<file path="src/design/ltc_ram.sv">
// ----------------------------------------------------------------------------
// ltc_ram: generic single-port synchronous RAM
// One write or read per cycle, registered read data.
// ----------------------------------------------------------------------------
module ltc_ram #(
  parameter int unsigned Width = 8,
  parameter int unsigned Depth = 16,
  localparam int unsigned AddrW = (Depth > 1) ? $clog2(Depth) : 1
) (
  input  logic             clk_i,
  input  logic             we_i,
  input  logic [AddrW-1:0] addr_i,
  input  logic [Width-1:0] wdata_i,
  output logic [Width-1:0] rdata_o
);

  logic [Width-1:0] mem_q [Depth];

  always_ff @(posedge clk_i) begin
    if (we_i) begin
      mem_q[addr_i] <= wdata_i;
    end
    rdata_o <= mem_q[addr_i];
  end

endmodule

</file>
<file path="config.mk">
export PLATFORM = sky130hd
export DESIGN_NAME = ltc_ram
export DESIGN_NICKNAME = d
export VERILOG_FILES = /design/src/design/ltc_ram.sv
export SDC_FILE = /design/constraint.sdc
export NUM_CORES = 1
export LEC_CHECK = 0
export ABC_AREA = 1
export BUFFER_PORTS_ARGS = -buffer_cell sky130_fd_sc_hd__buf_2
export CORE_ASPECT_RATIO = 1.2
export CORE_UTILIZATION = 55
export DETAILED_ROUTE_END_ITERATION = 10
export PLACE_DENSITY = 0.74
export SETUP_SLACK_MARGIN = 0.1
export SLEW_MARGIN = 5
export SYNTH_ARGS = -nofsm -noshare
export SYNTH_HDL_FRONTEND = slang
export SYNTH_SLANG_ARGS = --single-unit
</file>
<file path="constraint.sdc">
create_clock -name clk_i -period 1.5 [get_ports clk_i]
set_input_delay 0.15 -clock clk_i [delete_from_list [all_inputs] [get_ports clk_i]]
set_output_delay 0.15 -clock clk_i [all_outputs]
set_load 0.05 [all_outputs]
</file>
==> run summary, run 1 <==
Total track usage = 0.245
CTS tree = yes
Max stage delay on crit path = 0.31 ns
Clock buffer depth = 2
Internal Power = 6.93 mW
Synth area leaders = edfxtp_1 69%, nand2_1 23%, dfxtp_1 2.9%
Clk sinks = 136
Max-cap violation count = 0
# rows = 39
Nets = 601
Worst skew pair latency = 0.41 ns
Initial antenna violation count = 0
GPL Wtd Cong = 0.843
Comb pwr share = 0.068
Post-synth top area share = 0.687
Min-delay worst type = in2reg
Cell variety after synth = 11
Post-cts gate resize count = 0
WP data arrival = 0.97 ns
Pleak = 2.81 nW
Largest net degree at the start of global routing = 38
Setup CP Type = reg2out
Final core occ = 0.668
Worst slew pin tran = 0.453 ns
Total CTS buffers = 17
I/O pins = 22
Crit share post-route = 0.748
Placed inst area = 5920 µm²
Post-Syn Instances = 548
Synth Net Count = 562
Metal-1 WL = 4570 µm
Met2 WL = 6180 µm
FF+latch count, synth = 136
Met3 WL = 690 µm
Die Wd = 94.1 µm
Switch share = 0.216
TNS Setup = 0 ns
CP Buf/Inv Count = 1
Layout cells sized above 1 = 0.128
Area leader, netlist = edfxtp_1
Starting DRT DRC Count = 226
Total Routed Length = 11600 µm
Design Area, Final = 6490 µm²
Setup Skew = 0.00762 ns
NetSw = 1.91 mW
Crit-path leading delay family = flip-flops
Overflow after GRT = 0
Critical path, cell by cell = buf_2
Rel. slew slack = 0.698
Reg power frac = 0.483
Antenna-violating nets left = 0
Outcome = completed
Core box area = 9710 µm²
Top Layer Used = met4
Worst vdd ir = 0.930 mV
Power per cell area = 1360 nW/µm²
Clock Power Share = 0.449
H-tree depth = 4
First-pass GRT wire length = 18400 µm
Placed Cells = 691
Worst Setup EP = rdata_o[4]
Startpoint type of the worst setup path = flip-flop
HPWL after DPL = 7180 µm
Die ar. = 10600 µm²
Final hold violations = 0
CP endpoint kind = output port
Non-Filler Instances = 723
Post-Syn Area = 5590 µm²
Clock root cell = clkbuf_16
Die H = 112 µm
Pre-Repair DR Iteration Count = 5
FF-to-FF path depth = 8
R2r setup slk = 0.49 ns
Via Count = 3728
Mean routed wirelength per cell = 16.0 µm
Ant. Diodes = 0
Seq/Total Area, Yosys = 0.716
Starting density of the core = 0.576
FMAX = 891 MHz
Setup repair bufs after CTS = 0
CP max FO = 1
Mean Syn Cell Area = 10.2 µm²
Reg2reg start = mem_q[5][0]$_DFFE_PP_
Post-DR vias/cell = 5.16
Layout area overhead = 16.0%
DRC Markers = 0
Critical path's slowest cell = dfxtp_1
Min Tclk post-route = 1.12 ns
Final setup viols = 0
Vias in the first global route = 3726
Synth Warn # = 0
CP required = 1.35 ns
RSZ-0062 raised after global routing = no
Port bufs = 21
Critical path origin = rdata_o[4]$_DFF_P_
Hold Buf Count CTS = 0
Reg clk slew, reported paths = 0.06 ns
Cell count along the critical path = 1
Reg-to-reg endpoint = rdata_o[0]$_DFF_P_
Final Max Tran Viols = 0
Fill count = 726
kinds of logic after synthesis:
logic type	after synthesis	synth area share
DFF	136	0.716
buffers and inverters	44	0.0362
and+or+nand+nor	368	0.248
area by class of cell:
type,count,area [µm²],share of cell area
sequential,136,4000,0.617
multi-input combinational,368,1410,0.217
clock buffer,24,472,0.0727
timing repair buffer,41,268,0.0413
tap,123,154,0.0237
clock inverter,8,98.8,0.0152
inverter,23,86.3,0.0133
placed cells by master, fill, tap and decap left out:
cell type,n
clkinv_1,1
buf_12,1
clkinvlp_4,2
inv_1,21
dfxtp_1,8
buf_2,21
clkbuf_8,2
clkbuf_1,5
clkinv_2,3
nor2_1,10
buf_4,19
edfxtp_1,128
clkinv_4,1
nand2_1,346
nor2_2,8
nand3_1,4
clkbuf_16,17
bufinv_16,2
inv_2,1
per-layer routing:
metal | track usage | vias to the layer above
li1 | - | 1824
met1 | 0.290 | 1783
met2 | 0.425 | 112
met3 | 0.0623 | 9
met4 | 0.0954 | 0
met5 | 0 | -
synthesized netlist by cell type (all sizes together):
cell type	n
clkinv	1
edfxtp	128
clkbuf	3
inv	22
nand2	346
nor2	18
dfxtp	8
buf	18
nand3	4
registers in the layout (all words and copies together), names as in the netlist:
register	cells
mem_q	128
rdata_o	8
stage by stage:
step	setup slack, ns	hold slack (ns)	power [mW]
floorplan	-0.0272	0.249	4.73
global placement	0.132	0.576	4.93
detailed placement	0.0767	0.587	4.95
CTS	0.362	0.152	8.89
global route	0.347	0.159	9.10
finish	0.378	0.161	8.84
power groups by stage:
stage,logic (mW),registers [mW],clock network [mW]
finish,0.599,4.27,3.97
global route,0.664,4.28,4.16
CTS,0.604,4.27,4.01
detailed placement,0.599,4.35,0
global placement,0.586,4.35,0
floorplan,0.297,4.44,0
worst min-delay path by stage:
stage,endpoint,slack (ns),cells past startpoint,startpoint
final,mem_q[12][6]$_DFFE_PP_,0.16,1,wdata_i[6]
after global routing,mem_q[14][3]$_DFFE_PP_,0.16,1,wdata_i[3]
after CTS,mem_q[13][4]$_DFFE_PP_,0.15,1,wdata_i[4]
after global placement,mem_q[5][4]$_DFFE_PP_,0.58,1,wdata_i[4]
after floorplan,mem_q[0][0]$_DFFE_PP_,0.25,0,wdata_i[0]
after detailed placement,mem_q[5][3]$_DFFE_PP_,0.59,1,wdata_i[3]
Power figures use the tool's default switching activity.
==> run 2, diff against run 1 <==
--- a/config.mk
+++ b/config.mk
@@ -5,12 +5,12 @@
 export SDC_FILE = /design/constraint.sdc
 export NUM_CORES = 1
 export LEC_CHECK = 0
-export ABC_AREA = 1
+export ABC_AREA = 0
 export BUFFER_PORTS_ARGS = -buffer_cell sky130_fd_sc_hd__buf_2
 export CORE_ASPECT_RATIO = 1.2
-export CORE_UTILIZATION = 55
+export CORE_UTILIZATION = 54
 export DETAILED_ROUTE_END_ITERATION = 10
-export PLACE_DENSITY = 0.74
+export PLACE_DENSITY = 0.73
 export SETUP_SLACK_MARGIN = 0.1
 export SLEW_MARGIN = 5
 export SYNTH_ARGS = -nofsm -noshare
==> constraint.sdc (replaced) <==
create_clock -name clk_i -period 0.91 [get_ports clk_i]
set_input_delay 0.091 -clock clk_i [delete_from_list [all_inputs] [get_ports clk_i]]
set_output_delay 0.091 -clock clk_i [all_outputs]
set_load 0.05 [all_outputs]
==> run 2 against run 1 <==
Net effect:
- the flow now finishes with violations (setup timing)
- flip-flop and latch count unchanged
- total power increased by 60%
- combinational power rose by 92%
- utilization rose by 6.2 points
- first-iteration DRC count is 34% higher
- synthesized cell count decreased by 58%
- clock power is 50% higher
- synthesized area fell by 9.4%
- non-clock buffer count rose by 21
- critical endpoint is now rdata_o[6]$_DFF_P_
- largest cell class unchanged
==> run summary, run 2 <==
Min Tclk post-route = 1.30 ns
CP Buf/Inv Count = 0 (-1)
TNS Setup = -4.35 ns (-4.35 ns)
CP required = 1.31 ns (-0.04 ns)
Clock Power Share = 0.420 (-0.029)
Ant. Diodes = 0 (unchanged)
Comb pwr share = 0.081 (+0.013)
H-tree depth = 4 (unchanged)
Worst Setup Slack, final = -0.394 ns (-0.772 ns)
Layout cells sized above 1 = 0.470 (+0.341)
GPL Wtd Cong = 0.753 (-11%)
Mean Syn Cell Area = 22.0 µm² (+120%)
Pleak = 2.19 nW (-22%)
Clock root cell = clkbuf_8
Starting density of the core = 0.558 (-0.0180)
Synth Warn # = 0 (unchanged)
Pre-Repair DR Iteration Count = 4 (-1)
DRC Markers = 0 (unchanged)
Outcome = finished, violations left
Reg power frac = 0.499 (+0.016)
Reg-to-reg endpoint = rdata_o[6]$_DFF_P_
Max reg flops = 128 (unchanged)
Violated checks = setup timing
Starting DRT DRC Count = 303 (+34%)
NetSw = 3.09 mW (+61%)
Worst slew pin tran = 0.826 ns (+0.373 ns)
Setup CP Type = reg2reg
Largest family of logic cells by synthesized area = multiplexers
CTS tree = yes
Total track usage = 0.239 (-0.00570)
Crit-path leading delay family = multiplexers
Core box area = 9080 µm² (-6.5%)
Power per cell area = 2140 nW/µm² (+57%)
Die H = 108 µm (-3.9%)
FF-to-FF path depth = 3 (-5)
HPWL after DPL = 6610 µm (-7.9%)
Die ar. = 9780 µm² (-7.6%)
FF+latch count, synth = 136 (unchanged)
R2r setup slk = -0.39 ns (-0.88 ns)
CP endpoint kind = flip-flop
Rel. slew slack = 0.448 (-0.250)
Startpoint type of the worst setup path = flip-flop
Most common cell after layout, fill and taps aside = edfxtp_1
Crit share post-route = 1.43
Reg2reg start = mem_q[4][6]$_DFFE_PP_
Synth Net Count = 244 (-57%)
Post-synth ARST share = 0 (unchanged)
Biggest regs = mem_q x128, rdata_o x8
Antenna-violating nets left = 0 (unchanged)
Reg clk slew, reported paths = 0.06 ns (about the same)
FMAX = 767 MHz
Compound-Gate Fraction of Synth Area = 0.0237 (+0.0237)
Total CTS buffers = 17 (unchanged)
Post-Syn Instances = 230 (-58%)
Fill count = 507 (-30%)
Synth area leaders = edfxtp_1 76%, mux4_2 14%, dfxtp_1 3.2%
Synth cell count leaders = 128 x edfxtp_1, 32 x mux4_2, 16 x a22oi_1, 13 x nor2_1, 9 x nand2_1
Xor/xnor share of the synthesized area = 0 (unchanged)
Post-synthesis adder-cell area fraction = 0 (unchanged)
Cell count along the critical path = 3 (+2)
Mean routed wirelength per cell = 25.5 µm (+59%)
Largest net degree at the start of global routing = 20 (-47%)
Nets = 314 (-48%)
Main synth FF type = edfxtp_1
# rows = 38 (-2.6%)
Setup Skew = 0.00542 ns (-0.00220 ns)
Post-DR vias/cell = 5.94 (+15%)
Critical path, cell by cell = mux4_2, a22oi_2, nand2_1
Port bufs = 21 (unchanged)
Switch share = 0.218 (+0.00150)
Commonest non-fill, non-tap cells in the layout = 128 x edfxtp_1, 32 x mux4_2, 18 x clkbuf_16
Total Routed Length = 11100 µm (-4.6%)
Hold wc startpoint = addr_i[2]
Worst vdd ir = 1.44 mV (+55%)
Vias in the first global route = 2655 (-29%)
Max stage delay on crit path = 0.51 ns (+0.20 ns)
Worst skew pair latency = 0.51 ns (+0.10 ns)
Die Wd = 90.4 µm (-3.9%)
Post-synth top area share = 0.759 (+0.0713)
Min-delay worst type = in2reg
Multiplexer share of the synthesized area = 0.142 (+0.142)
Final setup viols = 16 (+16)
I/O pins = 22 (unchanged)
Via Count = 2573 (-31%)
First-pass GRT wire length = 16000 µm (-13%)
Internal Power = 11.1 mW (+60%)
Seq/Total Area, Yosys = 0.790 (+0.0742)
Hold_ws = 0.127 ns (-0.0346 ns)
Layout area overhead = 30.8%
Clock buffer depth = 2 (unchanged)
Clk sinks = 136 (unchanged)
Area leader, netlist = edfxtp_1
Post-Syn Area = 5070 µm² (-9.4%)
Max-cap violation count = 0 (unchanged)
Cell variety after synth = 18 (+7)
Simple-gate area share of the yosys netlist = 0.0321 (-0.216)
Initial antenna violation count = 0 (unchanged)
Biggest register = mem_q
RSZ-0062 raised after global routing = yes
Critical path origin = mem_q[4][6]$_DFFE_PP_
Tot Pwr = 14.2 mW (+60%)
Post-synth EDFFs = 128 (unchanged)
Cell with the most instances after synthesis = edfxtp_1
WP data arrival = 1.70 ns (+0.73 ns)
Critical path's slowest cell = mux4_2
Overflow after GRT = 0 (unchanged)
CP max FO = 1 (unchanged)
Final hold violations = 0 (unchanged)
Final Max Tran Viols = 0 (unchanged)
Worst Setup EP = rdata_o[6]$_DFF_P_
run 2: cell count changes in the layout (fill, tap and decap cells not counted), moves of 8 or more:
| cell | previous run | this run |
|---|---|---|
| nand2_1 | 346 | 8 |
| mux4_2 | 0 | 32 |
| inv_1 | 21 | 0 |
| buf_12 | 1 | 13 |
| buf_2 | 21 | 9 |
| nor2_4 | 0 | 12 |
| nor2_1 | 10 | 1 |
| a22oi_1 | 0 | 8 |
| a22oi_2 | 0 | 8 |
| dlygate4sd3_1 | 0 | 8 |
| nor2_2 | 8 | 0 |
run 2: layout make-up:
| cell class | instances | area (µm²) | area share |
|---|---|---|---|
| well taps | 120 | 150 | 0.0227 |
| multi-input cells | 83 | 1220 | 0.184 |
| repair buffers | 62 | 736 | 0.111 |
| flip-flops and latches | 136 | 4010 | 0.605 |
| clock inverters | 11 | 82.6 | 0.0125 |
| clock buffers | 21 | 429 | 0.0648 |
run 2: stage by stage:
| step | cell area [µm²] | std cells | utilization | setup WS, ns |
|---|---|---|---|---|
| 2_1_floorplan | 5300 | 230 | - | -0.315 |
| 3_3_place_gp | 5790 | 387 | 0.638 | -0.582 |
| 3_5_place_dp | 5790 | 387 | 0.638 | -0.606 |
| 4_1_cts | 6520 | 428 | 0.718 | -0.400 |
| 5_1_grt | 6630 | 433 | 0.730 | -0.431 |
| 6_report | 6630 | 433 | 0.730 | -0.394 |
run 2: logic make-up after synthesis:
group                  Yosys count
DFF                            136
and+or+nand+nor                 35
muxes                           32
AOI/OAI and AO/OA               16
buffers and inverters           11
run 2: worst register-to-register path, delay by kind of cell (launching register included):
kind	cells	cell delay [ns]
AOI/OAI and AO/OA	1	0.23
DFF	1	0.37
muxes	1	0.51
and+or+nand+nor	1	0.08
run 2: how the worst min path moves through the flow:
stage,endpoint,cells after the start
floorplan,mem_q[0][0]$_DFFE_PP_,0
global route,mem_q[3][1]$_DFFE_PP_,3
CTS,mem_q[3][1]$_DFFE_PP_,3
detailed placement,mem_q[7][4]$_DFFE_PP_,1
global placement,mem_q[6][4]$_DFFE_PP_,1
finish,mem_q[3][2]$_DFFE_PP_,3
run 2: power groups by stage:
stage                     clock network [mW]  logic [mW]  registers (mW)
after global routing                    6.27        1.20            7.08
after global placement                     0       0.942            7.17
after detailed placement                   0       0.961            7.18
after CTS                               6.01        1.09            7.07
final                                   5.95        1.15            7.07
after floorplan                            0       0.457            7.31
run 2: routing by layer:
| layer | track usage | vias to the layer above | share of wire |
|---|---|---|---|
| met5 | 0 | - | 0 |
| met4 | 0.0795 | 0 | 0.021 |
| met3 | 0.0541 | 15 | 0.046 |
| met2 | 0.395 | 84 | 0.52 |
| met1 | 0.321 | 1365 | 0.41 |
| li1 | - | 1109 | - |
run 2: what timing repair did:
item	CTS	global route
pin swaps	12	5
hold buffers	8	0
endpoints found under the hold margin	128	0
cloned	0	3
setup buffers	1	2
setup endpoints to repair	56	43
gates resized for setup	36	11
